File: src/sv/dmr_pkg.sv
// Shared types, codes and the HID modifier table of the resolver.
// No dependencies; every other file but the assertion macro header uses it through scoped names.
package dmr_pkg;

  localparam int KEY_COUNT = 4;

  typedef logic [KEY_COUNT-1:0] key_mask_t;
  typedef logic [1:0]           key_idx_t;

  // Event codes
  localparam logic       FUNC_KEY          = 1'b0;
  localparam logic       FUNC_POINTER      = 1'b1;
  localparam logic [2:0] KIND_PLAIN_BUTTON = 3'd4;

  typedef struct packed {
    logic       func;
    logic       key_pressed;
    logic [2:0] key_kind;
    logic       moved;
    logic       scrolled;
    logic [7:0] active_mods;
  } in_word_t;

  typedef struct packed {
    key_mask_t mods_down;
    key_mask_t mods_up;
    key_mask_t buttons_down;
    key_mask_t buttons_up;
    key_mask_t buttons_tap;
    logic      leave_mouse_mode;
    logic      pass_on;
  } out_word_t;

  // Input register to core
  typedef struct packed {
    logic     valid;
    in_word_t word;
  } in_stage_t;

  // HID modifier bit of a key index: shift, alt, gui, ctrl
  function automatic logic [7:0] hid_bit(key_idx_t idx);
    logic [7:0] bits;
    unique case (idx)
      2'd0:    bits = 8'h02;
      2'd1:    bits = 8'h04;
      2'd2:    bits = 8'h08;
      default: bits = 8'h01;
    endcase
    return bits;
  endfunction

endpackage

File: src/sv/dmr_ifs.sv
// Valid/ready channel interfaces for the resolver's input and result words.
// Depends on dmr_pkg for the payload types.
interface dmr_in_if;
  logic             valid;
  logic             ready;
  dmr_pkg::in_word_t data;

  modport source (output valid, output data, input ready);
  modport sink   (input valid, input data, output ready);
endinterface

interface dmr_out_if;
  logic               valid;
  logic               ready;
  dmr_pkg::out_word_t data;

  modport source (output valid, output data, input ready);
  modport sink   (input valid, input data, output ready);
endinterface

File: src/sv/dmr_in_reg.sv
// Input register stage: captures one word per cycle from the input channel while empty or drained by the core.
// Depends on dmr_pkg and dmr_ifs.
module dmr_in_reg (
  input  logic                clk,
  input  logic                rst_n,
  dmr_in_if.sink              in_ch,
  input  logic                advance,
  output dmr_pkg::in_stage_t  stage
);

  logic              valid_r, valid_nxt;
  dmr_pkg::in_word_t word_r;

  // Free when empty or when the core drains the held word this cycle
  assign in_ch.ready = !valid_r || advance;
  assign valid_nxt   = in_ch.ready ? in_ch.valid : valid_r;

  always_ff @(posedge clk) begin
    if (!rst_n) begin
      valid_r <= 1'b0;
    end else begin
      valid_r <= valid_nxt;
    end
  end

  // Payload, no reset
  always_ff @(posedge clk) begin
    if (in_ch.valid && in_ch.ready) begin
      word_r <= in_ch.data;
    end
  end

  assign stage.valid = valid_r;
  assign stage.word  = word_r;

endmodule

File: src/sv/dmr_core.sv
// Per-key role state, resolve logic and the result register.
// Depends on dmr_pkg and dmr_ifs.
module dmr_core (
  input  logic               clk,
  input  logic               rst_n,
  input  dmr_pkg::in_stage_t stage,
  output logic               advance,
  dmr_out_if.source          out_ch
);

  dmr_pkg::key_mask_t held_r, held_nxt;
  dmr_pkg::key_mask_t asm_r, asm_nxt;   // resolved as modifier
  dmr_pkg::key_mask_t asb_r, asb_nxt;   // resolved as held button
  dmr_pkg::key_mask_t map_r, map_nxt;   // foreign mods active at press
  dmr_pkg::key_mask_t eor_r, eor_nxt;   // leave mouse mode on release
  logic               out_valid_r, out_valid_nxt;
  dmr_pkg::out_word_t out_word_r;
  dmr_pkg::out_word_t res;
  logic               fire;

  assign advance       = !out_valid_r || out_ch.ready;
  assign fire          = stage.valid && advance;
  assign out_valid_nxt = advance ? stage.valid : out_valid_r;

  // Resolve one word against the current role state
  always_comb begin
    dmr_pkg::key_mask_t und;
    dmr_pkg::key_mask_t kmask;
    dmr_pkg::key_mask_t hit;
    dmr_pkg::key_idx_t  kidx;
    logic               special;
    logic               other;
    logic               map_new;
    logic [7:0]         ours;

    held_nxt = held_r;
    asm_nxt  = asm_r;
    asb_nxt  = asb_r;
    map_nxt  = map_r;
    eor_nxt  = eor_r;
    res      = '0;

    und     = held_r & ~asm_r & ~asb_r & ~map_r;
    kidx    = stage.word.key_kind[1:0];
    special = !stage.word.key_kind[2];
    other   = !special && (stage.word.key_kind != dmr_pkg::KIND_PLAIN_BUTTON);
    kmask   = '0;
    if (special) begin
      kmask[kidx] = 1'b1;
    end

    // Modifier bits owned by other held keys that took no foreign mods
    ours = '0;
    for (int i = 0; i < dmr_pkg::KEY_COUNT; i++) begin
      if ((dmr_pkg::key_idx_t'(i) != kidx) && held_r[i] && !map_r[i]) begin
        ours = ours | dmr_pkg::hid_bit(dmr_pkg::key_idx_t'(i));
      end
    end
    map_new = |(stage.word.active_mods & ~ours);
    hit     = und & ~kmask;

    if (stage.word.func == dmr_pkg::FUNC_POINTER) begin
      // Motion wins over scroll
      if (stage.word.moved) begin
        asb_nxt          = asb_r | und;
        res.buttons_down = und;
      end else if (stage.word.scrolled) begin
        asm_nxt       = asm_r | und;
        res.mods_down = und;
      end
    end else begin
      // Any press resolves undecided held keys as modifiers
      if (stage.word.key_pressed) begin
        asm_nxt       = asm_r | hit;
        res.mods_down = hit;
        if (other) begin
          eor_nxt = eor_r | hit;
        end
      end

      if (special) begin
        if (stage.word.key_pressed) begin
          held_nxt[kidx]         = 1'b1;
          asm_nxt[kidx]          = 1'b0;
          asb_nxt[kidx]          = 1'b0;
          map_nxt[kidx]          = map_new;
          eor_nxt[kidx]          = 1'b0;
          res.buttons_down[kidx] = map_new;
        end else begin
          priority if (map_r[kidx] || asb_r[kidx]) begin
            res.buttons_up[kidx] = 1'b1;
          end else if (asm_r[kidx]) begin
            res.mods_up[kidx] = 1'b1;
          end else begin
            res.buttons_tap[kidx] = 1'b1;
          end
          res.leave_mouse_mode = eor_r[kidx];
          held_nxt[kidx]       = 1'b0;
          asm_nxt[kidx]        = 1'b0;
          asb_nxt[kidx]        = 1'b0;
          eor_nxt[kidx]        = 1'b0;
        end
      end else begin
        res.pass_on = 1'b1;
      end
    end
  end

  // Control state and role flags
  always_ff @(posedge clk) begin
    if (!rst_n) begin
      held_r      <= '0;
      asm_r       <= '0;
      asb_r       <= '0;
      map_r       <= '0;
      eor_r       <= '0;
      out_valid_r <= 1'b0;
    end else begin
      out_valid_r <= out_valid_nxt;
      if (fire) begin
        held_r <= held_nxt;
        asm_r  <= asm_nxt;
        asb_r  <= asb_nxt;
        map_r  <= map_nxt;
        eor_r  <= eor_nxt;
      end
    end
  end

  // Result payload, no reset
  always_ff @(posedge clk) begin
    if (fire) begin
      out_word_r <= res;
    end
  end

  assign out_ch.valid = out_valid_r;
  assign out_ch.data  = out_word_r;

endmodule

File: src/sv/dual_role_mouse_modifier_resolver_top.sv
// Top level of the dual-role mouse/modifier resolver.
// Depends on dmr_pkg, dmr_ifs, dmr_in_reg and dmr_core.
//
// Usage:
//  in_ch carries one event word per handshake (valid/ready): a key press or
//  release of a dual-role key, a plain mouse button or any other key, or a
//  pointer report. out_ch returns exactly one result word per event with the
//  modifier and button masks, the leave-mouse-mode request and pass_on.
//  Path: an accepted word is captured by the input register, then the resolve
//  logic writes its result into the result register, which drives out_ch.
//  Throughput: one word per cycle while the receiver does not stall; the
//  four per-key role flag sets are updated as each word resolves.
//  Reset (rst_n low, synchronous): all role flags clear, both stages empty.
//  When the receiver stalls, the result word holds on out_ch; the input
//  register takes one more word only if it is empty, after which in_ch.ready
//  drops until the result is taken.
module dual_role_mouse_modifier_resolver_top (
  input logic       clk,
  input logic       rst_n,
  dmr_in_if.sink    in_ch,
  dmr_out_if.source out_ch
);

  dmr_pkg::in_stage_t stage;
  logic               advance;

  dmr_in_reg u_in_reg (
    .clk     (clk),
    .rst_n   (rst_n),
    .in_ch   (in_ch),
    .advance (advance),
    .stage   (stage)
  );

  dmr_core u_core (
    .clk     (clk),
    .rst_n   (rst_n),
    .stage   (stage),
    .advance (advance),
    .out_ch  (out_ch)
  );

endmodule

File: src/flat_wrapper.sv
// flat-port wrapper written by rule: the top's interface ports become plain ports
module dual_role_mouse_modifier_resolver_top_flat 
  (clk, rst_n, in_ch_valid, in_ch_data, in_ch_ready, out_ch_valid, out_ch_data, out_ch_ready);
  dmr_in_if in_ch_i ();
  dmr_out_if out_ch_i ();
  input logic clk;
  input logic rst_n;
  input wire logic [$bits(in_ch_i.valid)-1:0] in_ch_valid;
  input wire logic [$bits(in_ch_i.data)-1:0] in_ch_data;
  output wire logic [$bits(in_ch_i.ready)-1:0] in_ch_ready;
  output wire logic [$bits(out_ch_i.valid)-1:0] out_ch_valid;
  output wire logic [$bits(out_ch_i.data)-1:0] out_ch_data;
  input wire logic [$bits(out_ch_i.ready)-1:0] out_ch_ready;
  assign in_ch_i.valid = in_ch_valid;
  assign in_ch_i.data = in_ch_data;
  assign in_ch_ready = in_ch_i.ready;
  assign out_ch_valid = out_ch_i.valid;
  assign out_ch_data = out_ch_i.data;
  assign out_ch_i.ready = out_ch_ready;
  dual_role_mouse_modifier_resolver_top u_core (.clk(clk), .rst_n(rst_n), .in_ch(in_ch_i), .out_ch(out_ch_i));
endmodule
File: config.mk
export PLATFORM = sky130hd
export DESIGN_NAME = dual_role_mouse_modifier_resolver_top_flat
export DESIGN_NICKNAME = d
export VERILOG_FILES = /design/src/sv/dmr_pkg.sv /design/src/sv/dmr_ifs.sv /design/src/sv/dmr_in_reg.sv /design/src/sv/dmr_core.sv /design/src/sv/dual_role_mouse_modifier_resolver_top.sv /design/src/flat_wrapper.sv
export SDC_FILE = /design/constraint.sdc
export NUM_CORES = 1
export LEC_CHECK = 0
export BUFFER_PORTS_ARGS = -buffer_cell sky130_fd_sc_hd__buf_2
export CELL_PAD_IN_SITES_DETAIL_PLACEMENT = 0
export CELL_PAD_IN_SITES_GLOBAL_PLACEMENT = 1
export CORE_AREA = 2 2 83 85
export DETAILED_ROUTE_END_ITERATION = 16
export DIE_AREA = 0 0 85 87
export PLACE_DENSITY = 0.8
export SLEW_MARGIN = 20
export SYNTH_ARGS = -nofsm -noshare
export SYNTH_HDL_FRONTEND = slang
export SYNTH_SLANG_ARGS = --single-unit
File: constraint.sdc
create_clock -name clk -period 1.65 [get_ports clk]
set_input_delay 0.0825 -clock clk [delete_from_list [all_inputs] [get_ports clk]]
set_output_delay 0.0825 -clock clk [all_outputs]
set_load 0.01 [all_outputs]
==> results.toml <==
[synthesis]
ys_seq_area_share_pct = 62.8
synth-edff-count = 37
synth_cell_types = 39
async_flop_share_pct = 0
syn-num-nets = 236
postSynthAreaPerCell_sq_um = 11.4
ys_top_cells_by_area = "edfxtp_1 (45%), dfxtp_1 (18%), nor2_1 (4.7%)"
synth_seq_cells = 59
syn-cell-area_sq_mm = 0.00247
yosysTopAreaCell = "edfxtp_1"
synth_warnings = 0
ys.flop_type = "edfxtp_1"
synthCells = 217
synth_top_area_share_pct = 45.0

[drt]
via_per_inst = 5.01
finalWirelength_microns = 5770
dr.pass1.iters = 4
routedWlPerCell_microns = 15.1
drc = 0
drtIter0Drc = 94
ant_nets = 0
vias = 1918

[worst_setup_path]
worstPathArrival_ns = 1.71
crit_type = "flip-flop to flip-flop"
reg2reg_slack_ns = 0.02
worstPathRequired_ns = 1.73
end_kind = "flip-flop"
critPathLaunchType = "flip-flop"
crit_fanout = 6

[grt]
grt-ovfl-total = 0
grt_max_degree = 23
globalRouteTotalUtil_pct = 16.5
antenna_found_initial = 0
grt_pass1_vias = 1882
grt_pass1_wl_microns = 9180

[pwr]
p_leak_nw = 1.22
ir_worst_vdd_mv = 0.509
power_density_mw_per_mm2 = 915
total_power_mw = 3.04

[floorplanning]
start_util_pct = 37.6
die_w_microns = 85
dieArea_sq_mm = 0.00740
row_count = 30
num_io_pins = 43
chipHeight_microns = 87
core_area_sq_mm = 0.00657

[clock_network]
clk_latency_ns = 0.33
cts.sinks = 59
cts_buffer_depth = 2
tritoncts = "done"
clk_pin_slew_ns = 0.06
clockRootBuffer = "clkbuf_8"
cts_buffers = 9
cts.htree.levels = 3

[place]
port-buffer-count = 42
place_congestion = 0.839
dp_hpwl_microns = 4140

[finish]
diodes = 0
fillers = 580
synthToLayoutAreaGrowth_pct = 34.5
drive_above_1_share_pct = 33.7
nNetsFinal = 317

[run_status]
status = "finished clean"

[timing]
slew_headroom_pct = 56.3
drv_slew = 0
rsz0062_at_grt = "true"
period_needed_ns = 1.63
max_freq_mhz = 615
setup_tns_ns = 0
post-route-period-util_pct = 98.6
setup_violations = 0
hold_violations = 0
tightest_slew_ns = 0.656
fin_skew_ns = 0.00639

[flow_run]
maxCapViolations = 0

[min_path]
min_path_type = "input pin to flip-flop"
==> through the flow <==
| step | util, % | hold WS [ns] | worst slack [ns] | instance area [sq um] | cells |
|---|---|---|---|---|---|
| final | 50.6 | 0.103 | 0.0236 | 3320 | 383 |
| after global routing | 50.6 | 0.0936 | -0.0906 | 3320 | 383 |
| after CTS | 49.3 | 0.0893 | 0.00718 | 3240 | 382 |
| after detailed placement | 44.0 | 0.261 | -0.0222 | 2890 | 350 |
| after global placement | 44.0 | 0.260 | 0.0370 | 2890 | 350 |
| after floorplan | - | 0.181 | 0.00556 | 2470 | 217 |
==> flip-flops by register name, summed over array words and instances (netlist names), named ones only <==
register                    cells
u_core.u_core.asb_r             4
u_core.u_core.asm_r             4
u_core.u_in_reg.stage          15
u_core.u_core.eor_r             4
u_core.u_core.out_ch.valid      1
u_core.u_core.out_ch.data      22
u_core.u_in_reg.valid_r         1
u_core.u_core.map_r             4
==> synth_stat cells (3+ instances only) <==
| cell type | count |
|---|---|
| nand2b_1 | 4 |
| nand3_1 | 7 |
| nor2_1 | 31 |
| a21boi_0 | 4 |
| nand2_1 | 13 |
| o21ai_0 | 8 |
| clkbuf_1 | 7 |
| a32oi_1 | 3 |
| nor2b_1 | 11 |
| a21oi_1 | 17 |
| edfxtp_1 | 37 |
| o21a_1 | 5 |
| or3_1 | 3 |
| o22ai_1 | 4 |
| nand3b_1 | 8 |
| dfxtp_1 | 22 |
==> worst max-delay path, stage by stage (launching register included) <==
cell      delay, ns
edfxtp_1       0.48
nand2_2        0.13
nand3b_1       0.08
a222oi_1       0.31
and3_4         0.29
o22ai_2        0.09
==> where the power goes <==
part	internal (mW)	switching, mW	leakage (nW)
clock network	0.624	0.523	0.0905
logic	0.120	0.134	0.597
registers	1.62	0.0217	0.528
==> path summary, 6_finish.rpt <==
kind / start / end / cells past startpoint
worst max-delay path: u_core.u_in_reg.stage[10] / u_core.u_core.out_ch.data[10] / 5
worst min-delay path: out_ch_ready / u_core.u_core.out_ch.valid / 3
worst max register to register: u_core.u_in_reg.stage[10] / u_core.u_core.out_ch.data[10] / 5
worst min register to register: u_core.u_core.asb_r[0] / u_core.u_core.asb_r[0] / 2
==> layout by cell type, fill, tap and decap left out, types with 2 or more instances in the layout <==
master         instances
or2_4                  2
or3_1                  2
buf_4                 19
nand3_1                6
nor4_1                 2
a21oi_2                3
o221a_2                2
a21boi_0               4
o22ai_2                4
o21a_1                 5
inv_1                  2
buf_2                 42
nor2_2                 3
nand2_1               12
o21ai_0                7
a32oi_1                2
or2_2                  2
buf_6                  3
o21ai_1                2
a21oi_1               14
and2_1                 2
o211ai_1               2
dfxtp_1               22
clkbuf_8              11
nand2b_1               4
nor2b_1               11
clkinv_2               2
nor2_1                28
nand3b_1               8
dlygate4sd3_1         16
edfxtp_1              37
clkbuf_1               3
==> logic make-up (layout without fill, tap and decap cells) <==
family / count (synthesis) / after routing / share of synthesized area [%]
compound gates: 51 / 51 / 13.1
buf+inv: 12 / 98 / 2.33
flops: 59 / 59 / 62.8
mux: 2 / 2 / 2.13
simple gates: 93 / 93 / 19.6
==> layer usage <==
layer / vias to the layer above / global-route usage [%] / share of wire [%] / routed length, microns
met1: 880 / 20.3 / 43 / 2500
li1: 957 / - / - / -
met4: 0 / 10.2 / 2.9 / 168
met2: 63 / 26.0 / 48 / 2800
met3: 18 / 4.27 / 5.3 / 306
met5: - / 0 / 0 / 0
==> timing repair <==
action,in CTS,in global routing
buffers inserted,0,1
endpoints found under the setup margin,11,28
hold endpoints to repair,16,0
hold buffers,16,0
resized for setup,6,20
pin swaps,1,6
==> area by class of cell <==
class	instances	area (sq um)	share of cell area [%]
multi-input cells	146	945	28.4
repair buffers	80	547	16.5
clock inverters	2	10.0	0.301
inverters	2	7.51	0.226
well taps	80	100	3.01
clock buffers	14	163	4.89
flip-flops and latches	59	1550	46.7
Power figures use the tool's default switching activity.
